### src/design/ssd_pkg.sv
// ----------------------------------------------------------------------------
// Sonar speed display package
// Shared widths, codes, lookup tables and interface types for the sonar
// speed meter and its multiplexed seven-segment display.
// ----------------------------------------------------------------------------
package ssd_pkg;

  // Window length and derived widths
  localparam int SAMPLES = 10;
  localparam int CNT_W   = $clog2(SAMPLES + 1);
  localparam int DIST_W  = 12;
  localparam int WORD_W  = 16;
  localparam int TERM_W  = 13;
  localparam int PROD_W  = 2 * WORD_W;

  // Saturation and display limits
  localparam logic [WORD_W-1:0] SUM_MAX  = 16'hFFFF;
  localparam logic [WORD_W-1:0] SHOW_MAX = 16'd999;

  // Reciprocal constants for division by 3, 100 and 10
  localparam logic [15:0] DIV3_RECIP   = 16'd43691;
  localparam int          DIV3_SHIFT   = 17;
  localparam logic [5:0]  DIV100_RECIP = 6'd41;
  localparam int          DIV100_SHIFT = 12;
  localparam logic [7:0]  DIV10_RECIP  = 8'd205;
  localparam int          DIV10_SHIFT  = 11;
  localparam logic [6:0]  RADIX_HUND   = 7'd100;
  localparam logic [3:0]  RADIX_TEN    = 4'd10;

  // Drive for the hundreds digit; lower digits shift right from it
  localparam logic [2:0] DEN_HUND = 3'b100;

  // Register file port
  localparam int APB_AW = 4;
  localparam int APB_DW = 32;

  // Reset values of the configuration registers
  localparam logic [WORD_W-1:0] MIN_SPEED_RST      = 16'd10;
  localparam logic [WORD_W-1:0] DISPLAY_ROUNDS_RST = 16'd1000;
  localparam logic [WORD_W-1:0] SPEED_SCALE_RST    = 16'd15943;

  typedef enum logic [1:0] {
    REG_MIN_SPEED      = 2'd0,
    REG_DISPLAY_ROUNDS = 2'd1,
    REG_SPEED_SCALE    = 2'd2
  } reg_idx_t;

  typedef enum logic {
    OP_SAMPLE = 1'b0,
    OP_TICK   = 1'b1
  } opcode_t;

  typedef enum logic {
    KIND_SAMPLE = 1'b0,
    KIND_TICK   = 1'b1
  } item_kind_t;

  typedef enum logic [2:0] {
    BK_RUN   = 3'd0,
    BK_FOLD  = 3'd1,
    BK_MUL   = 3'd2,
    BK_SPLIT = 3'd3,
    BK_EMIT  = 3'd4
  } back_state_t;

  // Active-low patterns for digits 0 through 9
  localparam logic [7:0] SEG_TABLE [10] = '{
    8'hC0, 8'hF9, 8'hA4, 8'hB0, 8'h99, 8'h92, 8'h82, 8'hF8, 8'h80, 8'h98
  };

  typedef struct packed {
    item_kind_t        kind;
    logic [DIST_W-1:0] distance;
  } item_t;

  typedef struct packed {
    logic [WORD_W-1:0] min_speed;
    logic [WORD_W-1:0] display_rounds;
    logic [WORD_W-1:0] speed_scale;
  } cfg_t;

  typedef struct packed {
    logic [2:0]        digit_enable;
    logic [7:0]        segments;
    logic [WORD_W-1:0] speed_value;
    logic              speed_valid;
    logic              sample_dropped;
  } result_t;

  // Segment pattern of one digit, all bits zero for codes above nine
  function automatic logic [7:0] seg_of(input logic [3:0] digit);
    logic [7:0] pat;
    pat = 8'h00;
    if (digit < RADIX_TEN) begin
      pat = SEG_TABLE[digit];
    end
    return pat;
  endfunction

endpackage

### src/design/sonar_speed_seven_segment_display.sv
// ----------------------------------------------------------------------------
// Sonar speed seven-segment display
// Windowed centered-difference speed meter with a three-digit multiplexed
// active-low seven-segment drive and an APB register file.
// ----------------------------------------------------------------------------
// Usage:
//   Input channel (in_valid/in_ready) carries one request per item: opcode 0
//   is a distance sample in cm, opcode 1 is one multiplex tick. Every request
//   yields exactly one result on the output channel (out_valid/out_ready).
//   Registers min_speed, display_rounds and speed_scale sit at byte
//   addresses 0, 4 and 8; write them only while the block is idle.
//   Ticks and ordinary samples pass through the request queue and the output
//   register. The sample that closes a window also passes the states FOLD,
//   MUL, SPLIT and EMIT: the back end folds the last term, multiplies by
//   speed_scale, splits the digits and emits, holding the queue meanwhile.
//   Throughput is one request per cycle while the receiver keeps up, apart
//   from the closure once per window of SAMPLES samples; under steady traffic
//   the two-entry request queue then fills and in_ready stays low.
//   A stalled receiver holds the result in the output register; the back
//   end then stops draining the queue and in_ready drops once it is full.
//   Synchronous reset clears the window, turns the display off and restores
//   the register defaults (10, 1000, 15943). No clearing pass is needed.
// ----------------------------------------------------------------------------
module sonar_speed_seven_segment_display (
  input  logic                        clk,
  input  logic                        rst_n,
  input  logic                        in_valid,
  output logic                        in_ready,
  input  logic                        in_opcode,
  input  logic [ssd_pkg::DIST_W-1:0]  in_distance,
  output logic                        out_valid,
  input  logic                        out_ready,
  output logic [2:0]                  out_digit_enable,
  output logic [7:0]                  out_segments,
  output logic [ssd_pkg::WORD_W-1:0]  out_speed_value,
  output logic                        out_speed_valid,
  output logic                        out_sample_dropped,
  input  logic                        psel,
  input  logic                        penable,
  input  logic                        pwrite,
  input  logic [ssd_pkg::APB_AW-1:0]  paddr,
  input  logic [ssd_pkg::APB_DW-1:0]  pwdata,
  output logic [ssd_pkg::APB_DW-1:0]  prdata,
  output logic                        pready
);

  localparam int WW = ssd_pkg::WORD_W;

  logic [WW-1:0]    min_speed_r;
  logic [WW-1:0]    display_rounds_r;
  logic [WW-1:0]    speed_scale_r;
  logic             reg_wr;
  logic [1:0]       reg_idx;
  logic [WW-1:0]    reg_rd;
  ssd_pkg::cfg_t    cfg;
  logic             q_valid;
  logic             q_ready;
  ssd_pkg::item_t   q_item;
  ssd_pkg::result_t res;

  assign pready  = 1'b1;
  assign reg_wr  = psel && penable && pwrite && pready;
  assign reg_idx = paddr[3:2];

  // Write configuration registers
  always_ff @(posedge clk) begin
    if (!rst_n) begin
      min_speed_r      <= ssd_pkg::MIN_SPEED_RST;
      display_rounds_r <= ssd_pkg::DISPLAY_ROUNDS_RST;
      speed_scale_r    <= ssd_pkg::SPEED_SCALE_RST;
    end else if (reg_wr) begin
      case (reg_idx)
        ssd_pkg::REG_MIN_SPEED:      min_speed_r      <= pwdata[WW-1:0];
        ssd_pkg::REG_DISPLAY_ROUNDS: display_rounds_r <= pwdata[WW-1:0];
        ssd_pkg::REG_SPEED_SCALE:    speed_scale_r    <= pwdata[WW-1:0];
        default: begin
        end
      endcase
    end
  end

  // Read back configuration registers
  always_comb begin
    case (reg_idx)
      ssd_pkg::REG_MIN_SPEED:      reg_rd = min_speed_r;
      ssd_pkg::REG_DISPLAY_ROUNDS: reg_rd = display_rounds_r;
      ssd_pkg::REG_SPEED_SCALE:    reg_rd = speed_scale_r;
      default:                     reg_rd = '0;
    endcase
    prdata = ssd_pkg::APB_DW'(reg_rd);
  end

  always_comb begin
    cfg.min_speed      = min_speed_r;
    cfg.display_rounds = display_rounds_r;
    cfg.speed_scale    = speed_scale_r;
  end

  ssd_front u_front (
    .clk         (clk),
    .rst_n       (rst_n),
    .in_valid    (in_valid),
    .in_ready    (in_ready),
    .in_opcode   (in_opcode),
    .in_distance (in_distance),
    .q_valid     (q_valid),
    .q_ready     (q_ready),
    .q_item      (q_item)
  );

  ssd_back u_back (
    .clk       (clk),
    .rst_n     (rst_n),
    .cfg       (cfg),
    .q_valid   (q_valid),
    .q_ready   (q_ready),
    .q_item    (q_item),
    .out_valid (out_valid),
    .out_ready (out_ready),
    .out_res   (res)
  );

  assign out_digit_enable   = res.digit_enable;
  assign out_segments       = res.segments;
  assign out_speed_value    = res.speed_value;
  assign out_speed_valid    = res.speed_valid;
  assign out_sample_dropped = res.sample_dropped;

  // At most one digit is driven per result
  a_one_digit : assert property (@(posedge clk) disable iff (!rst_n)
    out_valid |-> $onehot0(out_digit_enable))
    else $error("more than one digit driven");

  // Segments stay dark when no digit is driven
  a_dark_when_off : assert property (@(posedge clk) disable iff (!rst_n)
    (out_valid && out_digit_enable == 3'b000) |-> (out_segments == 8'h00))
    else $error("segments lit with no digit enabled");

  // A closed window and a dropped sample never share a result
  a_drop_excl : assert property (@(posedge clk) disable iff (!rst_n)
    out_valid |-> !(out_speed_valid && out_sample_dropped))
    else $error("speed and drop flagged together");

  // A result that carries a speed drives no digit
  a_speed_no_digit : assert property (@(posedge clk) disable iff (!rst_n)
    (out_valid && out_speed_valid) |-> (out_digit_enable == 3'b000))
    else $error("digit driven with a window result");

endmodule

### src/design/ssd_front.sv
// ----------------------------------------------------------------------------
// Sonar speed display front end
// Takes requests from the input channel, classifies them as distance samples
// or multiplex ticks and holds them in a two-entry queue for the back end.
// ----------------------------------------------------------------------------
module ssd_front (
  input  logic                        clk,
  input  logic                        rst_n,
  input  logic                        in_valid,
  output logic                        in_ready,
  input  logic                        in_opcode,
  input  logic [ssd_pkg::DIST_W-1:0]  in_distance,
  output logic                        q_valid,
  input  logic                        q_ready,
  output ssd_pkg::item_t              q_item
);

  ssd_pkg::item_t entry_r [2];
  ssd_pkg::item_t new_item;
  logic           wr_ptr_r;
  logic           rd_ptr_r;
  logic [1:0]     fill_r;
  logic [1:0]     fill_nxt;
  logic           push;
  logic           pop;

  assign in_ready = (fill_r != 2'd2);
  assign q_valid  = (fill_r != 2'd0);
  assign q_item   = entry_r[rd_ptr_r];
  assign push     = in_valid && in_ready;
  assign pop      = q_valid && q_ready;

  // Classify the incoming request
  always_comb begin
    new_item.distance = in_distance;
    new_item.kind     = (in_opcode == ssd_pkg::OP_TICK) ? ssd_pkg::KIND_TICK
                                                        : ssd_pkg::KIND_SAMPLE;
  end

  // Track queue occupancy
  always_comb begin
    fill_nxt = fill_r;
    case ({push, pop})
      2'b10:   fill_nxt = fill_r + 2'd1;
      2'b01:   fill_nxt = fill_r - 2'd1;
      default: fill_nxt = fill_r;
    endcase
  end

  // Store queued requests
  always_ff @(posedge clk) begin
    if (push) begin
      entry_r[wr_ptr_r] <= new_item;
    end
  end

  // Advance pointers
  always_ff @(posedge clk) begin
    if (!rst_n) begin
      wr_ptr_r <= 1'b0;
      rd_ptr_r <= 1'b0;
      fill_r   <= 2'd0;
    end else begin
      if (push) begin
        wr_ptr_r <= ~wr_ptr_r;
      end
      if (pop) begin
        rd_ptr_r <= ~rd_ptr_r;
      end
      fill_r <= fill_nxt;
    end
  end

endmodule

### src/design/ssd_back.sv
// ----------------------------------------------------------------------------
// Sonar speed display back end
// Executes queued requests in order: accumulates difference terms, closes
// windows through a multiply and digit split sequence, and drives the
// multiplexed digits. Results leave through a registered output stage.
// ----------------------------------------------------------------------------
module ssd_back (
  input  logic             clk,
  input  logic             rst_n,
  input  ssd_pkg::cfg_t    cfg,
  input  logic             q_valid,
  output logic             q_ready,
  input  ssd_pkg::item_t   q_item,
  output logic             out_valid,
  input  logic             out_ready,
  output ssd_pkg::result_t out_res
);

  localparam int CW = ssd_pkg::CNT_W;
  localparam int DW = ssd_pkg::DIST_W;
  localparam int WW = ssd_pkg::WORD_W;
  localparam int TW = ssd_pkg::TERM_W;
  localparam int PW = ssd_pkg::PROD_W;

  ssd_pkg::back_state_t state_r, state_nxt;
  logic [CW-1:0]        cnt_r, cnt_nxt;
  logic [DW-1:0]        p1_r, p1_nxt;
  logic [DW-1:0]        p2_r, p2_nxt;
  logic [TW-1:0]        term_r, term_nxt;
  logic                 term_vld_r, term_vld_nxt;
  logic [WW-1:0]        sum_r, sum_nxt;
  logic [PW-1:0]        prod_r, prod_nxt;
  logic [WW-1:0]        speed_r, speed_nxt;
  logic [3:0]           hund_r, hund_nxt;
  logic [6:0]           rem_r, rem_nxt;
  logic                 disp_r, disp_nxt;
  logic [WW-1:0]        round_r, round_nxt;
  logic [1:0]           slot_r, slot_nxt;
  logic [11:0]          digits_r, digits_nxt;
  logic                 out_vld_r, out_vld_nxt;
  ssd_pkg::result_t     out_res_r, out_res_nxt;

  logic             out_free;
  logic             pop;
  logic             is_sample;
  logic [CW-1:0]    cnt_inc;
  logic             close_win;
  logic             emit;
  ssd_pkg::result_t emit_res;

  // Difference term datapath
  logic [DW-1:0]  diff;
  logic [14:0]    diff_x5;
  logic [30:0]    div3_prod;
  logic [TW-1:0]  term_c;
  logic [WW:0]    sum_add;
  logic [WW-1:0]  sum_fold;

  // Digit split datapath
  logic [15:0]    hund_prod;
  logic [3:0]     hund_c;
  logic [10:0]    hund_x;
  logic [9:0]     rem_wide;
  logic [14:0]    ten_prod;
  logic [3:0]     ten_c;
  logic [7:0]     ten_x;
  logic [6:0]     one_wide;
  logic           show;

  // Multiplex datapath
  logic [1:0]     slot_eff;
  logic [3:0]     digit_cur;
  logic [WW-1:0]  round_inc;
  logic           rounds_done;

  assign out_free  = !out_vld_r || out_ready;
  assign q_ready   = (state_r == ssd_pkg::BK_RUN) && out_free;
  assign pop       = q_valid && q_ready;
  assign is_sample = (q_item.kind == ssd_pkg::KIND_SAMPLE);
  assign cnt_inc   = cnt_r + CW'(1);
  assign close_win = is_sample && !disp_r && (cnt_inc >= CW'(ssd_pkg::SAMPLES));
  assign out_valid = out_vld_r;
  assign out_res   = out_res_r;

  // Term floor(|d - p2| * 5 / 3) and saturating fold into the sum
  always_comb begin
    diff      = (q_item.distance >= p2_r) ? (q_item.distance - p2_r)
                                          : (p2_r - q_item.distance);
    diff_x5   = {1'b0, diff, 2'b00} + {3'b000, diff};
    div3_prod = diff_x5 * ssd_pkg::DIV3_RECIP;
    term_c    = div3_prod[ssd_pkg::DIV3_SHIFT +: TW];
    sum_add   = {1'b0, sum_r} + (WW + 1)'(term_r);
    sum_fold  = sum_add[WW] ? ssd_pkg::SUM_MAX : sum_add[WW-1:0];
  end

  // Split speed into hundreds, tens and ones
  always_comb begin
    hund_prod = 16'(prod_r[WW +: 10] * ssd_pkg::DIV100_RECIP);
    hund_c    = hund_prod[ssd_pkg::DIV100_SHIFT +: 4];
    hund_x    = 11'(hund_c * ssd_pkg::RADIX_HUND);
    rem_wide  = prod_r[WW +: 10] - hund_x[9:0];
    ten_prod  = 15'(rem_r * ssd_pkg::DIV10_RECIP);
    ten_c     = ten_prod[ssd_pkg::DIV10_SHIFT +: 4];
    ten_x     = 8'(ten_c * ssd_pkg::RADIX_TEN);
    one_wide  = rem_r - ten_x[6:0];
    show      = (speed_r > cfg.min_speed) && (speed_r <= ssd_pkg::SHOW_MAX);
  end

  // Select the digit for the current multiplex slot
  always_comb begin
    slot_eff = (slot_r == 2'd3) ? 2'd0 : slot_r;
    case (slot_eff)
      2'd0:    digit_cur = digits_r[11:8];
      2'd1:    digit_cur = digits_r[7:4];
      default: digit_cur = digits_r[3:0];
    endcase
    round_inc   = round_r + WW'(1);
    rounds_done = (round_inc >= cfg.display_rounds) || (round_inc == '0);
  end

  // Next state
  always_comb begin
    state_nxt = state_r;
    case (state_r)
      ssd_pkg::BK_RUN: begin
        if (pop && close_win) begin
          state_nxt = ssd_pkg::BK_FOLD;
        end
      end
      ssd_pkg::BK_FOLD:  state_nxt = ssd_pkg::BK_MUL;
      ssd_pkg::BK_MUL:   state_nxt = ssd_pkg::BK_SPLIT;
      ssd_pkg::BK_SPLIT: state_nxt = ssd_pkg::BK_EMIT;
      ssd_pkg::BK_EMIT: begin
        if (out_free) begin
          state_nxt = ssd_pkg::BK_RUN;
        end
      end
      default: state_nxt = ssd_pkg::BK_RUN;
    endcase
  end

  // Datapath updates and results
  always_comb begin
    cnt_nxt      = cnt_r;
    p1_nxt       = p1_r;
    p2_nxt       = p2_r;
    term_nxt     = term_r;
    term_vld_nxt = 1'b0;
    sum_nxt      = term_vld_r ? sum_fold : sum_r;
    prod_nxt     = prod_r;
    speed_nxt    = speed_r;
    hund_nxt     = hund_r;
    rem_nxt      = rem_r;
    disp_nxt     = disp_r;
    round_nxt    = round_r;
    slot_nxt     = slot_r;
    digits_nxt   = digits_r;
    emit         = 1'b0;
    emit_res     = '0;
    case (state_r)
      ssd_pkg::BK_RUN: begin
        if (pop) begin
          emit = !close_win;
          if (is_sample) begin
            if (disp_r) begin
              emit_res.sample_dropped = 1'b1;
            end else begin
              p1_nxt = q_item.distance;
              p2_nxt = p1_r;
              if (cnt_r >= CW'(2)) begin
                term_nxt     = term_c;
                term_vld_nxt = 1'b1;
              end
              cnt_nxt = close_win ? '0 : cnt_inc;
            end
          end else if (disp_r) begin
            emit_res.digit_enable = ssd_pkg::DEN_HUND >> slot_eff;
            emit_res.segments     = ssd_pkg::seg_of(digit_cur);
            if (slot_eff == 2'd2) begin
              slot_nxt  = 2'd0;
              round_nxt = round_inc;
              if (rounds_done) begin
                disp_nxt  = 1'b0;
                round_nxt = '0;
              end
            end else begin
              slot_nxt = slot_eff + 2'd1;
            end
          end
        end
      end
      ssd_pkg::BK_MUL: begin
        prod_nxt = sum_r * cfg.speed_scale;
        sum_nxt  = '0;
      end
      ssd_pkg::BK_SPLIT: begin
        speed_nxt = prod_r[PW-1:WW];
        hund_nxt  = hund_c;
        rem_nxt   = rem_wide[6:0];
      end
      ssd_pkg::BK_EMIT: begin
        if (out_free) begin
          emit                 = 1'b1;
          emit_res.speed_value = speed_r;
          emit_res.speed_valid = 1'b1;
          if (show) begin
            digits_nxt = {hund_r, ten_c, one_wide[3:0]};
            disp_nxt   = 1'b1;
            round_nxt  = '0;
            slot_nxt   = 2'd0;
          end
        end
      end
      default: begin
      end
    endcase
  end

  // Load the output stage
  always_comb begin
    out_vld_nxt = out_vld_r && !out_ready;
    out_res_nxt = out_res_r;
    if (emit) begin
      out_vld_nxt = 1'b1;
      out_res_nxt = emit_res;
    end
  end

  // Payload registers
  always_ff @(posedge clk) begin
    p1_r      <= p1_nxt;
    p2_r      <= p2_nxt;
    term_r    <= term_nxt;
    prod_r    <= prod_nxt;
    speed_r   <= speed_nxt;
    hund_r    <= hund_nxt;
    rem_r     <= rem_nxt;
    out_res_r <= out_res_nxt;
  end

  // Control registers
  always_ff @(posedge clk) begin
    if (!rst_n) begin
      state_r    <= ssd_pkg::BK_RUN;
      cnt_r      <= '0;
      term_vld_r <= 1'b0;
      sum_r      <= '0;
      disp_r     <= 1'b0;
      round_r    <= '0;
      slot_r     <= 2'd0;
      digits_r   <= '0;
      out_vld_r  <= 1'b0;
    end else begin
      state_r    <= state_nxt;
      cnt_r      <= cnt_nxt;
      term_vld_r <= term_vld_nxt;
      sum_r      <= sum_nxt;
      disp_r     <= disp_nxt;
      round_r    <= round_nxt;
      slot_r     <= slot_nxt;
      digits_r   <= digits_nxt;
      out_vld_r  <= out_vld_nxt;
    end
  end

endmodule

### config.mk
export PLATFORM = sky130hd
export DESIGN_NAME = sonar_speed_seven_segment_display
export DESIGN_NICKNAME = d
export VERILOG_FILES = /design/src/design/ssd_pkg.sv /design/src/design/sonar_speed_seven_segment_display.sv /design/src/design/ssd_front.sv /design/src/design/ssd_back.sv
export SDC_FILE = /design/constraint.sdc
export NUM_CORES = 1
export LEC_CHECK = 0
export ABC_AREA = 1
export BUFFER_PORTS_ARGS = -buffer_cell sky130_fd_sc_hd__buf_2
export CORE_MARGIN = 2
export CORE_UTILIZATION = 40
export DETAILED_ROUTE_END_ITERATION = 6
export REMOVE_ABC_BUFFERS = 1
export SLEW_MARGIN = 20
export SYNTH_ARGS = -nofsm -noshare
export SYNTH_HDL_FRONTEND = slang
export SYNTH_SLANG_ARGS = --single-unit
### constraint.sdc
create_clock -name clk -period 8.07 [get_ports clk]
set_input_delay 0.807 -clock clk [delete_from_list [all_inputs] [get_ports clk]]
set_output_delay 0.807 -clock clk [all_outputs]
set_load 0.05 [all_outputs]
Word-level counts from Yosys, hierarchy flattened
Memories as Yosys holds them, arrays and structs flattened. A register that Yosys moved wholly into a read port is not among the register bits.
Index checks and enable logic that the tools add are counted.

storage, ports and cells
  register bits = 225
  bits in writable memories = 26
  ROM bits = 128
  input bits = 56
  output and inout port bits = 64
  memories = 2

memories
  memory            depth  width  rd ports  clocked after memory_dff  write ports  line             RTL
  (name not given)  16     8      1         1                         0            ssd_pkg.sv:95    pat = SEG_TABLE[digit];
  u_front.entry_r   2      13     1         1                         1            ssd_front.sv:18  ssd_pkg::item_t entry_r [2];

operators by class
  $add $sub $neg = 11
  $mul = 6
  order comparisons = 7
  equal/unequal tests = 19
  shifts and indexed selects = 1
  multiplexer cells = 45
  bitwise operators = 8
  reductions and logical operators = 40

operators by type and width
  kind                    number
  $mux 16                 8
  $pmux 16 s3             1
  $mul 16x16->32          1
  $pmux 16 s2             1
  $mul 15x16->30 const B  1
  $sub 12x12->12          2
  $mux 1                  18
  $add 16x13->17          1
  $add 16x1->16 const B   1
  $ge 16x16->1            1
  $gt 16x16->1            1
  $le 16x10->1 const B    1
  $logic_not 16->1        1
  $mul 10x6->16 const B   1
  $add 14x12->15          1
  $mul 7x8->15 const B    1
  $pmux 3 s5              1
  $reduce_and 5->1        3
  $mux 2                  7
  $ge 12x12->1            1
  $mux 12                 1
  $logic_and 1x1->1       10
  $ne 2x1->1 const B      5
  $reduce_and 2->1        5
  other kinds (36)        63

Depth between registers and ports, before layout
  depth in word-level cells = 9
  mapped depth = 51
  mapped depth without buffers = 50

By module
A second synthesis with hierarchy kept.

unflattened totals
  cells, all modules = 3324
  area total of the unflattened synthesis = 27211.1 um2

modules (own cells, without submodules)
  module                             times used  cells an instance  area an instance (um2)  seq. area each (um2)
  ssd_back                           1           2890               23617.7                 4324.1
  sonar_speed_seven_segment_display  1           358                2362.3                  960.9
  ssd_front                          1           76                 1231.2                  880.8

Worst setup path before layout
No wires, ideal clock.

  path type = register -> register
  start point = register (tool-made name)
  end point = register u_back.term_r[11] (data pin)
  setup time = 262 ps
  arrival = 8049 ps
  path slack = -241 ps
  stages on the path, launching flop included = 42
  buffers on the path = 2
  period minus slack after synthesis = 8311 ps
  cell sequence = dfxtp_1 inv_1 clkbuf_1 or2_2 o21ai_0 inv_1 fa_1 nand3_1 nand3_2 nand2_4 nand3_4 buf_4 o21ai_0 xor2_1 inv_1 ha_1 ha_1 inv_1 (+6 left out) nand2_1 xor2_1 ha_1 fa_1 inv_1 fa_1 fa_1 inv_1 fa_1 fa_1 ha_1 nand2_1 nor4_1 nand2_1 o21ai_1 a21boi_1 o21ai_1 xor2_1

RTL lines
  item                  line             RTL
  end signal, assigned  ssd_back.sv:233  term_r <= term_nxt;
  end, declared         ssd_back.sv:29   logic [TW-1:0] term_r, term_nxt;

==> run metrics <==
Top Metal Used met5; cell family with most CP delay adder cells; Seq/Total Area, Yosys 0.2301; total track usage 0.1937; critical path required time roughly 8.4 ns; most frequent CP cell inv_1; IO Port Bufs 84; Hold Vio Cnt, Final 0; top_reg_cell synth edfxtp_1; fraction of registers with async set/reset 0; routed len/inst about 15 microns; RSZ-0062 raised after global routing true; met3 WL around 4.3 mm; worst-margin pin slew 1.020 ns; TritonCTS clock tree built; worst hold-check path type in2reg; HP Start in_distance[9]; setup tns final 0 ns; CP arrival between 8 and 9 ns; post-route ant nets 0; Max Clock Skew between 0.01 and 0.015 ns; CTS H-Tree Depth 1; Max-Slew Margin vs Limit 0.3193; largest area contributor in the netlist fa_1; met2 WL roughly 30 mm; clk_lat worst skew between 0.5 and 0.6 ns; Clock Tree Buf Depth 3; TritonRoute pass-1 iters 5; routability cong. just under 0.9; CP bufs+invs 13; Ports 120; max_cap viols 0; mapped cell area around 0.027 sq mm; number of global-route vias before repair approximately 21000; clk slew on worst S/H paths ~0.060 ns; status finished clean; clk sinks between 200 and 250; vias after detailed routing approximately 22000; Area Growth Syn to Fin 16.85%; period utilisation layout 0.9956; Distinct cells, synth 54; FF+latch count, synth 242; Max Transition Viols Final 0; share of layout cells above drive strength 1 0.1561; cells after synthesis ~3300; worst hold slack around 0.42 ns; WL met1 roughly 30 mm; count leader, synth inv_1; root buffer cell clkbuf_16; synthesized area per cell 8.252 sq um; Num CTS Buffers 29; core area between 0.06 and 0.07 sq mm; Chip Width 263.1 microns; full die area 0.06920 sq mm; DP HPWL about 54 mm; row count 94; first-pass GRT wire length 108.9 mm; final core occ 0.4746; CTS Hold Bufs 0; DRC Markers 0; fmax around 0.12 GHz; Startpoint Class flip-flop; grt total ovfl 0; Starting Density 0.4061; slowest CP cell fa_2; initial antenna violation count 11; 1st-iter DRT viols 1149; Yosys warning total 0; share of the synthesized area in the top cell type 0.2029; nets@finish between 4000 and 5000; Worst Path Class, Setup reg2reg; CP endpoint kind flip-flop; dominant cells by area after synthesis fa_1 20%, ha_1 17%, edfxtp_1 15%; pin count of the biggest net entering global routing between 60 and 70; final setup fails 0; number of synthesized flops with an enable pin roughly 130; die height 263.1 microns; CP Max Fanout 7; Final min period 8.034 ns; Vias/cell about 5; synth cell count leaders 714 x inv_1, 662 x nand2_1, 364 x ha_1; drt total wl ~67 mm; Crit path largest cell delay 0.56 ns
## layout by cell type (no fill, tap or decap), types with 34 or more instances in the layout
cell type  Yosys  routed
inv_1        714     695
nand2_1      662     636
ha_1         364     334
fa_1         272     267
buf_4         18     209
a21oi_1      179     163
nor2_1       154     143
edfxtp_1     133     133
o21ai_0      132     108
dfxtp_1      109     108
nand3_1       96      89
buf_2          3      84
xor2_1        54      49
nand2_2       15      35
nand4_1       34      34
## path summary, 6_finish.rpt
path / end / slack [ns] / cells past startpoint
max: u_back.term_r[0] / 0.04 / 43
max reg2reg: u_back.term_r[0] / 0.04 / 43
min reg2reg: u_back.p2_r[8] / 0.42 / 0
min: u_front.entry_r[1][9] / 0.42 / 1
## repair_timing
action	CTS	global route
setup endpoints to repair	13	13
resized for setup	75	134
buffers inserted	4	14
pin swaps	28	64
## per-layer routing
metal | vias up | global-route usage
met5 | - | 0
met2 | 473 | 0.3167
li1 | 10690 | -
met1 | 10240 | 0.2681
met3 | 107 | 0.02900
met4 | 10 | 0.05035
## stage by stage
stage / setup slack [ns] / std cells / area, sq um
floorplan: -0.2206 / 3154 / 26390
global route: -0.3115 / 4371 / 31370
detailed placement: -0.6246 / 4297 / 29370
global placement: -0.5264 / 4297 / 29370
finish: 0.03580 / 4372 / 31370
CTS: 0.003491 / 4355 / 30710
## flip-flops by register name, summed over array words and instances, names as in the netlist, 7 cells and up, named ones only
name	cells
u_back.prod_r	16
u_back.out_res	29
display_rounds_r	16
u_back.speed_r	14
u_back.sum_r	16
u_back.p2_r	12
u_back.rem_r	7
u_back.round_r	16
min_speed_r	16
u_back.digits_r	12
u_back.p1_r	12
u_front.entry_r	26
u_back.term_r	13
speed_scale_r	16
## cell type report
cell class	count	area [sq um]
multi-input cells	2191	18330
well taps	864	1081
inverters	721	2711
clock buffers	33	774.5
clock inverters	21	242.7
fillers	6442	34730
repair buffers	297	2043
diodes	3	7.507
flip-flops and latches	242	6180
## worst register-to-register path, delay by kind of cell (launching register included)
family / cells / cell delay [ns]
adders and majority gates: 10 / 3.93
and+or+nand+nor: 11 / 1.18
buffers and inverters: 13 / 1.07
AOI/OAI and AO/OA: 7 / 0.83
xor gates and xnor gates: 2 / 0.45
DFF: 1 / 0.37
## kinds of logic (layout without fill, tap and decap cells)
logic type      Yosys count  after routing  synth area share
xor+xnor                 80             80           0.02666
compound gates          422            422           0.08903
other cells               2             20         0.0002798
buf+inv                 835           1072            0.1200
fa+ha+maj               636            636            0.3725
simple gates           1036           1036            0.1614
flops                   242            242            0.2301
Power is left out: the tool's default activity adds up to more than one toggle a clock period on the data nets, which glitch-free logic cannot reach.
